<file path="config.mk">
export PLATFORM = sky130hd
export DESIGN_NAME = sfr_queue
export DESIGN_NICKNAME = d
export VERILOG_FILES = /design/src/hw/rtl/sfr_pkg.sv /design/src/hw/rtl/sfr_queue.sv
export SDC_FILE = /design/constraint.sdc
export NUM_CORES = 1
export LEC_CHECK = 0
export BUFFER_PORTS_ARGS = -buffer_cell sky130_fd_sc_hd__clkbuf_2
export CAP_MARGIN = 20
export CORE_MARGIN = 2
export CORE_UTILIZATION = 47
export CTS_CLUSTER_SIZE = 10
export DETAILED_ROUTE_END_ITERATION = 8
export PLACE_DENSITY = 0.85
export SYNTH_ARGS = -nofsm -noshare
export SYNTH_HDL_FRONTEND = slang
export SYNTH_SLANG_ARGS = --single-unit
</file>
<file path="constraint.sdc">
create_clock -name clk -period 2.6 [get_ports clk]
set_clock_uncertainty 0.05 [all_clocks]
set_input_delay 0.39 -clock clk [delete_from_list [all_inputs] [get_ports clk]]
set_output_delay 0.39 -clock clk [all_outputs]
set_load 0.02 [all_outputs]
</file>
<file path="src/hw/rtl/sfr_pkg.sv">
// shared types and constants of the serial frame receiver
`timescale 1ns / 1ps
package sfr_pkg;
	localparam int FRAME_BYTES_DEF   = 256;
	localparam int MESSAGE_BYTES_DEF = 4096;

	localparam logic [7:0] SYNC_RST   = 8'd30;
	localparam logic [7:0] HOST_RST   = 8'd12;
	localparam logic [7:0] DEVICE_RST = 8'd0;
	localparam logic [7:0] ACK_RST    = 8'd127;

	localparam logic [7:0] SEQ_FIRST  = 8'h40;
	localparam logic [7:0] SEQ_NIBBLE = 8'h0f;

	localparam int QDEPTH = 2;

	typedef enum logic [1:0] {
		REG_SYNC   = 2'd0,
		REG_HOST   = 2'd1,
		REG_DEVICE = 2'd2,
		REG_ACK    = 2'd3
	} reg_idx_t;

	typedef enum logic [3:0] {
		ST_BUSY      = 4'd0,
		ST_SYNC_MISS = 4'd1,
		ST_ADDR_MISS = 4'd2,
		ST_CKS_BAD   = 4'd3,
		ST_ACK_SEEN  = 4'd4,
		ST_FRAG_OK   = 4'd5,
		ST_MSG_DONE  = 4'd6,
		ST_FRAG_MISS = 4'd7,
		ST_TYPE_MISM = 4'd8,
		ST_LEN_BAD   = 4'd9,
		ST_OVERFLOW  = 4'd10,
		ST_READ_DATA = 4'd11
	} status_t;

	typedef enum logic [1:0] {
		K_STATUS = 2'd0,
		K_READ   = 2'd1,
		K_FINISH = 2'd2
	} kind_t;

	typedef struct packed {
		logic [7:0] sync_byte;
		logic [7:0] host_address;
		logic [7:0] device_address;
		logic [7:0] ack_frame_type;
	} cfg_t;

	// one classified word handed from front to back
	typedef struct packed {
		kind_t       kind;
		status_t     status;
		logic [7:0]  ftype;
		logic        cks_ok;
		logic [15:0] length;
		logic [11:0] read_index;
	} entry_t;
endpackage

</file>
<file path="src/hw/rtl/sfr_queue.sv">
// two-entry queue between front and back
`timescale 1ns / 1ps
module sfr_queue (
	input  logic            clk,
	input  logic            arst_n,
	input  logic            push,
	input  sfr_pkg::entry_t push_data,
	output logic            full,
	input  logic            pop,
	output logic            head_valid,
	output sfr_pkg::entry_t head
);
	import sfr_pkg::*;

	localparam int PW = $clog2(QDEPTH);

	entry_t              mem_q [QDEPTH];
	logic [PW-1:0]       wp_q, rp_q;
	logic [PW:0]         cnt_q;

	assign full       = cnt_q == (PW+1)'(QDEPTH);
	assign head_valid = cnt_q != '0;
	assign head       = mem_q[rp_q];

	always_ff @(posedge clk) begin
		if (push)
			mem_q[wp_q] <= push_data;
	end

	always_ff @(posedge clk or negedge arst_n) begin
		if (!arst_n) begin
			wp_q  <= '0;
			rp_q  <= '0;
			cnt_q <= '0;
		end else begin
			if (push)
				wp_q <= wp_q + PW'(1);
			if (pop)
				rp_q <= rp_q + PW'(1);
			if (push && !pop)
				cnt_q <= cnt_q + (PW+1)'(1);
			else if (pop && !push)
				cnt_q <= cnt_q - (PW+1)'(1);
		end
	end
endmodule

</file>
-- After elaboration in Yosys (flattened, before gate mapping)
Memories as Yosys holds them, arrays and structs flattened.
Index checks and enable logic that the tools add are counted.
- shift operators: 0
- bitwise operators: 0
- equality and inequality tests: 1
- reduce and logical (&&, ||, !) cells: 6
- multiply operators: 0
- multiplexer cells: 4
- $add $sub $neg: 4
- div/mod/pow operators: 0
- $lt $le $gt $ge: 0
- operators with widths (operator ; number):
    two-way mux 2 bit ; 2
    nonzero test 2 bit ; 2
    adder 1 bit, second input constant ; 2
    adder 2 x 1 -> 2 bit, second input constant ; 1
    == test 2 bit, second input constant ; 1
    logical AND 1 bit ; 2
    zero test 1 bit ; 2
    two-way mux 1 bit ; 2
    subtractor 2 x 1 -> 2 bit, second input constant ; 1
- output and inout bits: 45
- register bits after elaboration: 4
- memories kept: 1
- memory bits (writable): 86
- bits of input ports: 47
- word-level logic and storage cells: 19
- bits in read-only memories: 0
- bits in latches: 0
- memories (memory ; words ; bits a word ; rd ports ; clocked after memory_dff ; wr ports ; line ; text):
    mem_q ; 2 ; 43 ; 1 ; 0 ; 1 ; sfr_queue.sv:17 ; entry_t mem_q [QDEPTH];

-- Longest topological paths before layout
- depth after elaboration: 4
- mapped depth: 5
- depth with buffers taken out: 5

-- Least setup slack after synthesis
OpenSTA, ideal clock, no wires.
- path type: register to register
- start point: register wp_q
- end point: memory mem_q[0][0] (netlist bit) (enable)
- stages on the path, launching flop included: 2
- clock period less this slack: 2.823 ns
- required time: 2.101 ns
- arrival: 2.325 ns
- slack: -0.223 ns
- path through: dfrtp_1 nor2b_1
- RTL lines (item ; line ; text):
    start: declaration ; sfr_queue.sv:18 ; logic [PW-1:0] wp_q, rp_q;
    start signal: assignment ; sfr_queue.sv:37 ; wp_q <= wp_q + PW'(1);
    end: declaration ; sfr_queue.sv:17 ;
No word-level cell before the write port.

==> summary by stage <==
Outcome
The flow ran to the end, and the final reports show no timing, DRC or antenna violations.

Global route
Entering global routing, the biggest net connects 45 pins. The residual overflow from global routing is 0. The number of global-route vias before repair came to 1693.

Across every metal layer, demand over resource in global routing totals 13.41%. The number of antenna violations at the first check in global routing is 0. The first global-routing pass estimated 8190 um of wire.

Route
The top layer reached by signal wires is met4. The number of nets still failing antenna checks after routing is 0. The final wirelength is 5384 um.

In this run, the number of DRC markers left after iteration 0 of detailed routing was 77. The total met2 wirelength after detailed routing is 2844 um. In the final routed layout, each cell accounts on average for 15.17 um. The wire length on met3 is 317 um. The detailed-route vias per instance is 4.673. The met1 wire length is 2137 um. The total via count after detailed routing is 1659.

The post-detailed-route DRC marker count is 0. The pre-antenna-repair detailed-routing pass consisted of 4 iterations.

Floorplan
The die is 90.21 um tall. The area of the die is 8138 sq um. The core area is 7214 sq um. The number of cell rows is 31. Once the floorplan was initialized, standard cells occupied 48.42% of the core. For this design the top-level I/O count stands at 92. From left edge to right edge, the die measures 90.21 um.

Setup path
The category of the worst setup path launch point is a flip-flop. The largest individual stage delay along the critical path comes from the cell sky130_fd_sc_hd__mux2_2. In this design, the stage delay of the slowest critical-path cell is 0.40 ns. The combined buffer and inverter count along the critical path is 2. The data arrival time of the critical path is 1.60 ns. Data on the critical path is required at its endpoint by 2.16 ns. The worst setup path is of the reg2out kind. The worst setup path is captured at a primary output.

Walking the worst path, the cells encountered are buf_12, mux2_2, clkbuf_2. The critical path's top delay family is buffers and inverters. Of all nets on the critical path, the largest fanout is 44.

Synth
The arithmetic-cell share of the synthesized area counting full adders, half adders and majority gates is 0.3582%. The synthesized-area fraction occupied by xor and xnor cells is 1.254%. Of the synthesized area, sequential elements account for 76.79%. The synthesized netlist cell count is 150.

After synthesis, the largest family of logic cells by area is multiplexers. The netlist area before placement is 3493 sq um. The average instance area after synthesis is 23.29 sq um. The post-synth net total is 198. The post-synthesis cell type count is 14. The number of synthesized register bits is 90. The count of synthesis-stage warnings from yosys is 0. Of the post-synthesis cell area, the part taken by muxes is 18.05%. Summing the areas of all and, or, nand and nor instances in the mapped netlist gives 0.8238% of the synthesized area. The fraction of the mapped netlist area in compound gates is 0%.

CTS
After clock tree synthesis, the setup repair step added 0 buffers. The TritonCTS sink count is 90. The post-CTS clock slew at the launch and capture registers of the worst setup and hold paths is 0.09 ns. The clock tree synthesis step divided the H-tree into 3 levels. The insertion delay of the later-clocked pin in the worst-skew pair is 0.34 ns.

After clock tree synthesis, the flow added hold-fix buffers numbering 1. CTS placed an instance of sky130_fd_sc_hd__clkbuf_8 at the clock tree root. The maximum buffer depth of the clock tree is 2. The CTS tree is built. The number of resized instances in the post-cts repair step is 0. Buffers inserted during clock tree synthesis total 9.

Timing
The number of hold violations in the final report is 0. The total negative slack is 0 ns. The max-slew violation count came to 0. In the finished design, the share of the clock period the worst path needs comes to 78.29%. The remaining max-slew budget at the tightest pin is 59.99%. The highest achievable clock rate is 0.4912 GHz. Setup violations remaining at the end of the flow were counted as 0.

The minimum clock period is 2.036 ns. Setup repair after global routing left no endpoint under its margin. Once routing completed, OpenROAD measured the worst setup slack at 0.5644 ns. The worst-margin pin slew is 0.5990 ns.

Finish
The flip-flop and latch area is 2684 sq um. Excluding fillers, the count of instances in the completed layout stands at 355. The number of diodes added for antenna fixing is 0. The post-route netlist has 60.55% of its cells at a drive strength greater than 1. The multi-input combinational cells in the finished layout cover a total of 724.4 sq um. The total of fill cells in the finished design is 560. Measured on the finished design, the core utilization comes to 60.20%. For this run, the post-layout net count is 299. From synthesis to final layout, the design area changed by 24.32%.

Once layout is done, the placed cells without fillers occupy 4343 sq um.

Place
The pre-CTS worst setup slack is 0.8688 ns. The cell count after placement is 338. Detailed placement ended at an HPWL of 3666 um. The cell area reported after detailed placement is 4051 sq um. The placer congestion estimate is 0.5722.

In this run the tool buffered the top-level ports with 91 buffer cells.

Pwr
The power per standard cell area is 1153 nW/um^2. The leakage component of the power is 1.786 nW. The maximum resistive drop on vdd is 0.001106 V.

Run
Max-cap violations in this run came to 0.

Min path
The class of the worst hold path is in2reg.
[stage by stage]
stage	total power [mW]	hold WS [ns]
6_report	5.007	0.1819
5_1_grt	5.213	0.1596
4_1_cts	5.072	0.1644
3_5_place_dp	3.791	0.1541
3_3_place_gp	3.749	0.1493
2_1_floorplan	3.412	0.04441
[final cells by class]
cell class | count | area share (%)
Sequential cell | 90 | 61.80
Inverter | 1 | 0.08643
Tap cell | 99 | 2.852
Clock buffer | 11 | 3.025
Clock inverter | 5 | 3.457
Multi-Input combinational cell | 54 | 16.68
Timing Repair Buffer | 95 | 12.10
[state kept, by name (all words and copies together) (netlist names)]
signal,flops
wp_q,1
cnt_q,2
mem_q,86
rp_q,1
[final timing paths]
kind                               start            to  slack [ns]  cells after the start
max                                 rp_q      head[28]        0.56                      3
max reg2reg                         wp_q  mem_q[0][22]        1.04                      2
min reg2reg                     cnt_q[1]      cnt_q[1]        0.45                      1
min in group asynchronous         arst_n          wp_q        0.35                      2
max in group asynchronous         arst_n          rp_q        2.01                      2
min                        push_data[16]  mem_q[1][16]        0.18                      1
[cells in the mapped netlist]
library cell               number  share of area, %
sky130_fd_sc_hd__mux2_4        39                17
sky130_fd_sc_hd__xor2_1         4               1.0
sky130_fd_sc_hd__nor2_1         1              0.11
sky130_fd_sc_hd__ha_1           1              0.36
sky130_fd_sc_hd__buf_6          1              0.32
sky130_fd_sc_hd__buf_12         4               2.3
sky130_fd_sc_hd__inv_1          1              0.11
sky130_fd_sc_hd__xnor2_1        1              0.25
sky130_fd_sc_hd__and2_1         1              0.18
sky130_fd_sc_hd__edfxtp_1      86                74
sky130_fd_sc_hd__nor2b_1        2              0.36
sky130_fd_sc_hd__dfrtp_1        4               2.9
sky130_fd_sc_hd__mux2_2         4               1.3
sky130_fd_sc_hd__or2_2          1              0.18
[routing by layer]
| layer | global-route usage [%] | vias up |
|---|---|---|
| li1 | - | 784 |
| met1 | 15.33 | 802 |
| met2 | 22.93 | 65 |
| met3 | 4.107 | 8 |
| met4 | 6.538 | 0 |
| met5 | 0 | - |
[where the power goes]
part,switching (mW),internal [mW],total (mW)
clock network,0.449,0.834,1.28
registers,0.0934,1.93,2.02
logic,0.928,0.776,1.70
[layout by cell type (no fill, tap or decap), types with 2 or more instances in the layout]
cell type | Yosys | layout
sky130_fd_sc_hd__clkbuf_2 | 0 | 91
sky130_fd_sc_hd__edfxtp_1 | 86 | 86
sky130_fd_sc_hd__mux2_4 | 39 | 39
sky130_fd_sc_hd__clkbuf_8 | 0 | 9
sky130_fd_sc_hd__bufinv_16 | 0 | 5
sky130_fd_sc_hd__mux2_2 | 4 | 4
sky130_fd_sc_hd__xor2_1 | 4 | 4
sky130_fd_sc_hd__dfrtp_1 | 4 | 3
sky130_fd_sc_hd__buf_12 | 4 | 3
sky130_fd_sc_hd__clkbuf_1 | 0 | 2
[cells by family (layout without fill, tap and decap cells)]
logic type               after synthesis  after routing
buffers and inverters                  6            112
multiplexers                          43             43
AND/OR/NAND/NOR                        5              5
flip-flops                            90             90
adder cells (fa/ha/maj)                1              1
XOR/XNOR                               5              5
Power figures use the tool's default switching activity.
