==> src/hw/rtl/sfr_pkg.sv <==
// shared types and constants of the serial frame receiver
`timescale 1ns / 1ps
package sfr_pkg;
	localparam int FRAME_BYTES_DEF   = 256;
	localparam int MESSAGE_BYTES_DEF = 4096;

	localparam logic [7:0] SYNC_RST   = 8'd30;
	localparam logic [7:0] HOST_RST   = 8'd12;
	localparam logic [7:0] DEVICE_RST = 8'd0;
	localparam logic [7:0] ACK_RST    = 8'd127;

	localparam logic [7:0] SEQ_FIRST  = 8'h40;
	localparam logic [7:0] SEQ_NIBBLE = 8'h0f;

	localparam int QDEPTH = 2;

	typedef enum logic [1:0] {
		REG_SYNC   = 2'd0,
		REG_HOST   = 2'd1,
		REG_DEVICE = 2'd2,
		REG_ACK    = 2'd3
	} reg_idx_t;

	typedef enum logic [3:0] {
		ST_BUSY      = 4'd0,
		ST_SYNC_MISS = 4'd1,
		ST_ADDR_MISS = 4'd2,
		ST_CKS_BAD   = 4'd3,
		ST_ACK_SEEN  = 4'd4,
		ST_FRAG_OK   = 4'd5,
		ST_MSG_DONE  = 4'd6,
		ST_FRAG_MISS = 4'd7,
		ST_TYPE_MISM = 4'd8,
		ST_LEN_BAD   = 4'd9,
		ST_OVERFLOW  = 4'd10,
		ST_READ_DATA = 4'd11
	} status_t;

	typedef enum logic [1:0] {
		K_STATUS = 2'd0,
		K_READ   = 2'd1,
		K_FINISH = 2'd2
	} kind_t;

	typedef struct packed {
		logic [7:0] sync_byte;
		logic [7:0] host_address;
		logic [7:0] device_address;
		logic [7:0] ack_frame_type;
	} cfg_t;

	// one classified word handed from front to back
	typedef struct packed {
		kind_t       kind;
		status_t     status;
		logic [7:0]  ftype;
		logic        cks_ok;
		logic [15:0] length;
		logic [11:0] read_index;
	} entry_t;
endpackage

==> src/hw/rtl/sfr_front.sv <==
// front end: header parsing, checksums, frame store and word classification
`timescale 1ns / 1ps
module sfr_front #(
	parameter int FRAME_BYTES = 256
) (
	input  logic                         clk,
	input  logic                         arst_n,
	input  sfr_pkg::cfg_t                cfg,
	input  logic                         in_valid,
	output logic                         in_stall,
	input  logic                         command,
	input  logic [7:0]                   rx_byte,
	input  logic [11:0]                  read_index,
	input  logic                         q_full,
	output logic                         q_push,
	output sfr_pkg::entry_t              q_data,
	input  logic                         fin_done,
	input  logic [$clog2(FRAME_BYTES)-1:0] fr_addr,
	output logic [7:0]                   fr_data
);
	import sfr_pkg::*;

	localparam int FAW   = $clog2(FRAME_BYTES);
	localparam int CNT_W = $clog2(FRAME_BYTES + 1);

	typedef enum logic [2:0] {
		PH_SYNC, PH_DEST, PH_SRC, PH_TYPE, PH_LEN1, PH_LEN2, PH_BODY
	} phase_t;

	phase_t             phase_q;
	logic [7:0]         cks0_q, cks1_q;
	logic [CNT_W-1:0]   cnt_q;
	logic [15:0]        len_q;
	logic [7:0]         type_q;
	logic               fin_pend_q;
	logic [7:0]         fmem [FRAME_BYTES];

	logic               acc;
	logic [15:0]        len_new;
	logic [16:0]        total_new, total_cur;
	logic [CNT_W-1:0]   cnt_inc;
	logic [7:0]         n0, n1;
	logic               body_end;

	assign in_stall  = q_full | fin_pend_q;
	assign acc       = in_valid & ~in_stall;
	assign len_new   = {len_q[15:8], rx_byte};
	assign total_new = 17'(len_new) + 17'(len_new[0]) + 17'd2;
	assign total_cur = 17'(len_q) + 17'(len_q[0]) + 17'd2;
	assign cnt_inc   = cnt_q + CNT_W'(1);
	assign n0        = cnt_q[0] ? cks0_q : (cks0_q ^ rx_byte);
	assign n1        = cnt_q[0] ? (cks1_q ^ rx_byte) : cks1_q;
	assign body_end  = 17'(cnt_inc) >= total_cur;

	always_comb begin
		q_push            = acc;
		q_data            = '0;
		q_data.kind       = K_STATUS;
		q_data.status     = ST_BUSY;
		q_data.read_index = read_index;
		if (command) begin
			q_data.kind   = K_READ;
			q_data.status = ST_READ_DATA;
		end else begin
			unique case (phase_q)
				PH_SYNC: if (rx_byte != cfg.sync_byte) q_data.status = ST_SYNC_MISS;
				PH_DEST: if (rx_byte != cfg.host_address) q_data.status = ST_ADDR_MISS;
				PH_SRC:  if (rx_byte != cfg.device_address) q_data.status = ST_ADDR_MISS;
				PH_LEN2: begin
					if (len_new < 16'd2 || total_new > 17'(FRAME_BYTES)) begin
						q_data.status = ST_LEN_BAD;
						q_data.ftype  = type_q;
					end
				end
				PH_BODY: begin
					if (body_end) begin
						q_data.kind   = K_FINISH;
						q_data.ftype  = type_q;
						q_data.cks_ok = (n0 == 8'd0) && (n1 == 8'd0);
						q_data.length = len_q;
					end
				end
				default: ;
			endcase
		end
	end

	always_ff @(posedge clk) begin
		fr_data <= fmem[fr_addr];
		if (acc && !command && phase_q == PH_BODY)
			fmem[cnt_q[FAW-1:0]] <= rx_byte;
	end

	always_ff @(posedge clk or negedge arst_n) begin
		if (!arst_n) begin
			phase_q    <= PH_SYNC;
			cks0_q     <= '0;
			cks1_q     <= '0;
			cnt_q      <= '0;
			len_q      <= '0;
			type_q     <= '0;
			fin_pend_q <= 1'b0;
		end else begin
			if (fin_done)
				fin_pend_q <= 1'b0;
			if (acc && !command) begin
				unique case (phase_q)
					PH_SYNC: begin
						if (rx_byte == cfg.sync_byte) begin
							cks0_q  <= rx_byte;
							cks1_q  <= '0;
							cnt_q   <= '0;
							phase_q <= PH_DEST;
						end
					end
					PH_DEST: begin
						if (rx_byte == cfg.host_address) begin
							cks1_q  <= cks1_q ^ rx_byte;
							phase_q <= PH_SRC;
						end else
							phase_q <= PH_SYNC;
					end
					PH_SRC: begin
						if (rx_byte == cfg.device_address) begin
							cks0_q  <= cks0_q ^ rx_byte;
							phase_q <= PH_TYPE;
						end else
							phase_q <= PH_SYNC;
					end
					PH_TYPE: begin
						cks1_q  <= cks1_q ^ rx_byte;
						type_q  <= rx_byte;
						phase_q <= PH_LEN1;
					end
					PH_LEN1: begin
						cks0_q  <= cks0_q ^ rx_byte;
						len_q   <= {rx_byte, 8'd0};
						phase_q <= PH_LEN2;
					end
					PH_LEN2: begin
						cks1_q <= cks1_q ^ rx_byte;
						len_q  <= len_new;
						cnt_q  <= '0;
						if (len_new < 16'd2 || total_new > 17'(FRAME_BYTES))
							phase_q <= PH_SYNC;
						else
							phase_q <= PH_BODY;
					end
					PH_BODY: begin
						cks0_q <= n0;
						cks1_q <= n1;
						cnt_q  <= cnt_inc;
						if (body_end) begin
							phase_q    <= PH_SYNC;
							fin_pend_q <= 1'b1;
						end
					end
					default: phase_q <= PH_SYNC;
				endcase
			end
		end
	end
endmodule

==> config.mk <==
export PLATFORM = sky130hd
export DESIGN_NAME = sfr_front
export DESIGN_NICKNAME = d
export VERILOG_FILES = /design/src/hw/rtl/sfr_pkg.sv /design/src/hw/rtl/sfr_front.sv
export SDC_FILE = /design/constraint.sdc
export NUM_CORES = 2
export LEC_CHECK = 0
export ABC_CLOCK_PERIOD_IN_PS = 4800
export BUFFER_PORTS_ARGS = -buffer_cell sky130_fd_sc_hd__buf_2
export CAP_MARGIN = 20
export CORE_MARGIN = 2
export CORE_UTILIZATION = 45
export DETAILED_ROUTE_END_ITERATION = 12
export GPL_TIMING_DRIVEN = 1
export SYNTH_ARGS = -nofsm -noshare
export SYNTH_HDL_FRONTEND = slang
export SYNTH_SLANG_ARGS = --single-unit
==> constraint.sdc <==
create_clock -name clk -period 4.8 [get_ports clk]
set_clock_uncertainty 0.15 [all_clocks]
set_input_delay 0.48 -clock clk [delete_from_list [all_inputs] [get_ports clk]]
set_output_delay 0.48 -clock clk [all_outputs]
set_load 0.005 [all_outputs]
Word-level counts from Yosys, hierarchy flattened
Memories as Yosys holds them, arrays and structs flattened. A register that Yosys moved wholly into a read port is not among the register bits. Cells that the tools add are included.

Register bits after elaboration: 53. Memory bits (writable): 2048. Input port bits: 66. Output and inout port bits: 53. Logic and storage cells: 94. Memories kept: 1.

Memories: fmem (depth 256, bits a word 8, read ports 1, clocked after memory_dff 1, wr ports 1, line sfr_front.sv:36) `logic [7:0] fmem [FRAME_BYTES];`.

Add/sub/neg operators: 5. Order comparisons: 3. Equality and inequality tests: 16. Muxes and demuxes: 35. Bitwise operators: 6. Reduce and logical (&&, ||, !) cells: 20.

Operator list (number): $pmux W8 S4 (2); $mux W25 (2); $mux W8 (6); $add A16 B1 Y17 (2); $add A17 B2 Y17 const B (2); $pmux W16 S2 (1); $pmux W9 S3 (1); $eq A8 B8 Y1 (3); $ne A8 B8 Y1 (3); $pmux W3 S7 (1); $ge A9 B17 Y1 (1); $gt A17 B9 Y1 const B (1); $mux W17 (1); $logic_not A8 Y1 (2); $lt A16 B2 Y1 const B (1); $pmux W4 S4 (1); $pmux W8 S2 (1); $xor A8 B8 Y8 (2); $mux W12 (1); $mux W2 (6); $add A9 B1 Y9 const B (1); $eq A3 B3 Y1 const B (3); $mux W3 (3); $mux W9 (1); other kinds (19) (37).

Logic depth before layout (Yosys ltp)
Word-level depth: 7. Gate-level depth with buffers: 14. Depth with buffers taken out: 13.

Least setup slack after synthesis
No wires, ideal clock.

Path type: reg-to-output. Start point: register cnt_q[0]. End point: output port q_data[29] (netlist name). Arrival: 2785 ps. Required time: 4170 ps. Setup slack: 1385 ps. Cell stages (with the launch flop): 14. Path buffers: 3. Path through: dfrtp_1 > clkbuf_1 > clkbuf_1 > nand3_1 > xnor2_1 > ha_1 > a211oi_1 > a211oi_1 > or3_1 > nand3_1 > and4bb_2 > buf_4 > a21oi_2 > nor2b_1.

RTL lines: from (decl) (line sfr_front.sv:32) `logic [CNT_W-1:0] cnt_q;`; from (signal assigned) (line sfr_front.sv:152) `cnt_q <= cnt_inc;`; to (decl) (line sfr_front.sv:16) `output sfr_pkg::entry_t q_data,`.

==> results.json <==
{
  "status": "finished, final reports clean",
  "power_frac_comb": 0.070,
  "synth_area_mm2": 0.0833,
  "min_path_cells": 5,
  "numCtsBuffers": 211,
  "max_freq_mhz": 222,
  "clk_latency_ns": 0.84,
  "drv_cap": 0,
  "synth_top_family_by_area": "multiplexers",
  "instances_no_fill": 6916,
  "cts_root_buf": "clkbuf_16",
  "drc": 0,
  "reg2reg_to": "fmem[242][4]",
  "synth.mux.area_fraction": 0.146,
  "worstHoldStart": "command",
  "synth_edf_count": 2048,
  "drive_above_1_share": 0.241,
  "nNetsFinal": 4354,
  "crit_fanout": 10,
  "cp.arrival_ns": 3.87,
  "start_util": 0.454,
  "r2r_start": "phase_q[1]",
  "max_slew_margin": 0.219,
  "grt_pass1_vias": 41200,
  "critPathKind": "flip-flop to output pin",
  "clockBufferDepth": 3,
  "synth-main-ff-cell": "edfxtp_1",
  "vias": 41200,
  "intPower_w": 0.0305,
  "die_h_um": 434,
  "seqPwrFrac": 0.523,
  "rr_worst_depth": 6,
  "hp-class": "input pin to flip-flop",
  "synth_cell_types": 67,
  "whs_endpoint": "phase_q[0]",
  "numPlacedInstances": 6514,
  "post_cts_buffers": 0,
  "grt_overflow": 0,
  "synthAdderAreaFrac": 0.00210,
  "antenna_found_initial": 11,
  "postSynth.asyncResetShare": 0.0251,
  "gr-usage-all-layers": 0.215,
  "yosysTopAreaCell": "edfxtp_1",
  "core_mm2": 0.183,
  "vdd_drop_max_v": 0.000411,
  "synthCells": 4107,
  "stdcell_area_mm2": 0.0935,
  "firstDrtPassIters": 6,
  "power_switching_share": 0.227,
  "clockPowerShare": 0.407,
  "finalSetupViolCount": 0,
  "detail-route-antenna-nets": 0,
  "r2r_setup_slack_ns": 0.51,
  "leakage_nw": 29.0,
  "slew_violations": 0,
  "avgSynthCellArea_um2": 20.3,
  "worst_slew_pin_slew_ns": 1.17,
  "dieWidth_um": 434,
  "crit_required_ns": 4.17,
  "yosysTopAreaCellShare": 0.738,
  "synthTopCellsByArea": "edfxtp_1 74%, mux4_2 14%, dfrtp_1 1.6%",
  "fin_crit_ns": 4.50,
  "yosys.area_share.simple": 0.0358,
  "rows": 157,
  "rsz0062_at_grt": "false",
  "powerDensity_mw_per_mm2": 421,
  "drt-total-wl_mm": 202,
  "routabilityCongestion": 0.885,
  "ios": 119,
  "fin_total_pwr_w": 0.0394,
  "synth_xor_area_frac": 0.00484,
  "numClockSinks": 2109,
  "htree_num_levels": 4,
  "post_drt_wl_per_cell_um": 29.1,
  "ys_seq_area_frac": 0.756,
  "drtIter0Drc": 5094,
  "place_area_mm2": 0.0866,
  "dieArea_mm2": 0.189,
  "utilization": 0.510,
  "ys_warn_count": 0,
  "grt_max_degree": 174,
  "synth_compound_gate_area_share": 0.0358,
  "period_share": 0.938,
  "cts_tree": "yes",
  "clk_pin_slew_worst_paths_ns": 0.06,
  "start_kind": "flip-flop",
  "grt_pass1_wl_mm": 290,
  "hold_viol_final": 0,
  "io_buffer_count": 79,
  "p_sw_w": 0.00892,
  "ys_ff_latch": 2109,
  "drt-vias-per-instance": 5.96,
  "fin_tns_setup_ns": 0,
  "cp-end-kind": "output pin",
  "dp_hpwl_mm": 125,
  "area_delta_synth_final_pct": 12.3
}
[sequential cells by signal, summed over array words and instances, names as in the netlist]
register,flops
cks0_q,8
fmem,2048
fr_data,8
type_q,8
cnt_q,9
cks1_q,8
fin_pend_q,1
phase_q,3
len_q,16
[power by group through the flow]
stage               Combinational, W  Sequential (W)  Clock, W
floorplan                    0.00173          0.0208         0
global placement             0.00271          0.0210         0
detailed placement           0.00275          0.0210         0
CTS                          0.00276          0.0206    0.0163
global route                 0.00299          0.0206    0.0170
finish                       0.00275          0.0206    0.0160
[area by class of cell]
type,instances,area (um^2)
diodes,1,2.50
clock inverters,133,1250
well taps,2464,3080
flip-flops and latches,2109,63000
inverters,25,93.8
multi-input cells,1710,18800
fillers,14600,90000
repair buffers,217,1770
clock buffers,257,5500
[kinds of logic (layout without fill, tap and decap cells)]
family,after synthesis,in the layout
other,1,8
muxes,573,573
DFF,2109,2109
AOI/OAI and AO/OA,407,407
buffers and inverters,294,632
adders and majority gates,14,14
xor gates and xnor gates,46,46
and+or+nand+nor,663,663
[routing by layer]
metal,up-vias,global-route usage,routed length [um]
met5,-,0,0
met4,0,0.0610,5190
met3,301,0.0339,14700
met2,1576,0.337,95600
met1,22000,0.315,86100
li1,17400,-,-
[worst max-delay path, stage by stage (launching register included)]
cell	delay, ns
dfrtp_1	0.47
ha_4	0.20
nand3_1	0.18
nor3_2	0.18
xnor2_1	0.21
ha_1	0.31
a211oi_1	0.20
nor2_1	0.07
or3_1	0.32
nand3_1	0.10
and4bb_2	0.34
a21oi_4	0.24
nor2b_1	0.08
buf_2	0.13
[through the flow]
| step | setup slack [ns] | hold slack, ns |
|---|---|---|
| final | 0.295 | 0.0758 |
| after global routing | 0.0491 | 0.129 |
| after CTS | 0.00378 | 0.0131 |
| after detailed placement | 0.586 | 0.340 |
| after global placement | 0.605 | 0.334 |
| after floorplan | 1.38 | 0.0344 |
[how the worst max path moves through the flow]
| stage | cells past startpoint | start | end |
|---|---|---|---|
| floorplan | 13 | cnt_q[0] | q_data[29] |
| global placement | 6 | phase_q[1] | fmem[226][4] |
| detailed placement | 6 | phase_q[1] | fmem[242][3] |
| CTS | 13 | cnt_q[1] | q_data[35] |
| global route | 13 | cnt_q[1] | q_data[35] |
| finish | 13 | cnt_q[1] | q_data[35] |
[repair_timing]
item | CTS | global route
resized for setup | 0 | 5
endpoints found under the setup margin | 0 | 8
hold buffers | 10 | 0
endpoints found under the hold margin | 176 | 0
[synthesized netlist by cell type, types with 14 or more instances]
master / instances
nor3_1: 57
nand2b_1: 19
mux2_2: 33
nand3_1: 60
a211oi_1: 15
nor2_1: 313
inv_1: 24
nor4_1: 22
dfrtp_1: 53
clkbuf_1: 117
nand4_1: 14
a221oi_1: 59
edfxtp_1: 2048
ha_1: 14
buf_1: 14
o21ai_0: 52
buf_2: 48
buf_6: 28
nor2b_1: 19
nand2_1: 110
a21oi_1: 39
mux2i_1: 32
o22ai_1: 39
buf_4: 62
a22oi_1: 92
a22o_1: 63
xor2_1: 33
mux4_2: 508
[placed cells by master, fill, tap and decap left out, types with 12 or more instances in the layout]
cell type | Yosys | routed
buf_12 | 0 | 17
xor2_1 | 33 | 33
o22ai_1 | 39 | 39
xnor2_1 | 13 | 13
nand2_1 | 110 | 109
nand4_1 | 14 | 14
o21ai_0 | 52 | 52
a22oi_1 | 92 | 92
a211oi_1 | 15 | 15
clkinv_1 | 1 | 46
clkbuf_16 | 0 | 212
nand2b_1 | 19 | 19
a22o_1 | 63 | 63
nor3_1 | 57 | 55
clkinv_2 | 0 | 41
edfxtp_1 | 2048 | 2048
nor2_1 | 313 | 309
nor4_1 | 22 | 22
ha_1 | 14 | 13
nand3_1 | 60 | 60
mux4_2 | 508 | 508
buf_4 | 62 | 110
nor2b_1 | 19 | 17
mux2i_1 | 32 | 32
buf_2 | 48 | 69
mux2_2 | 33 | 33
a21oi_1 | 39 | 39
clkbuf_1 | 117 | 42
clkinvlp_4 | 0 | 13
bufinv_16 | 0 | 17
nand3b_1 | 12 | 12
inv_1 | 24 | 24
a221oi_1 | 59 | 59
dfrtp_1 | 53 | 53
No activity file was read; power rests on OpenSTA's default activity.
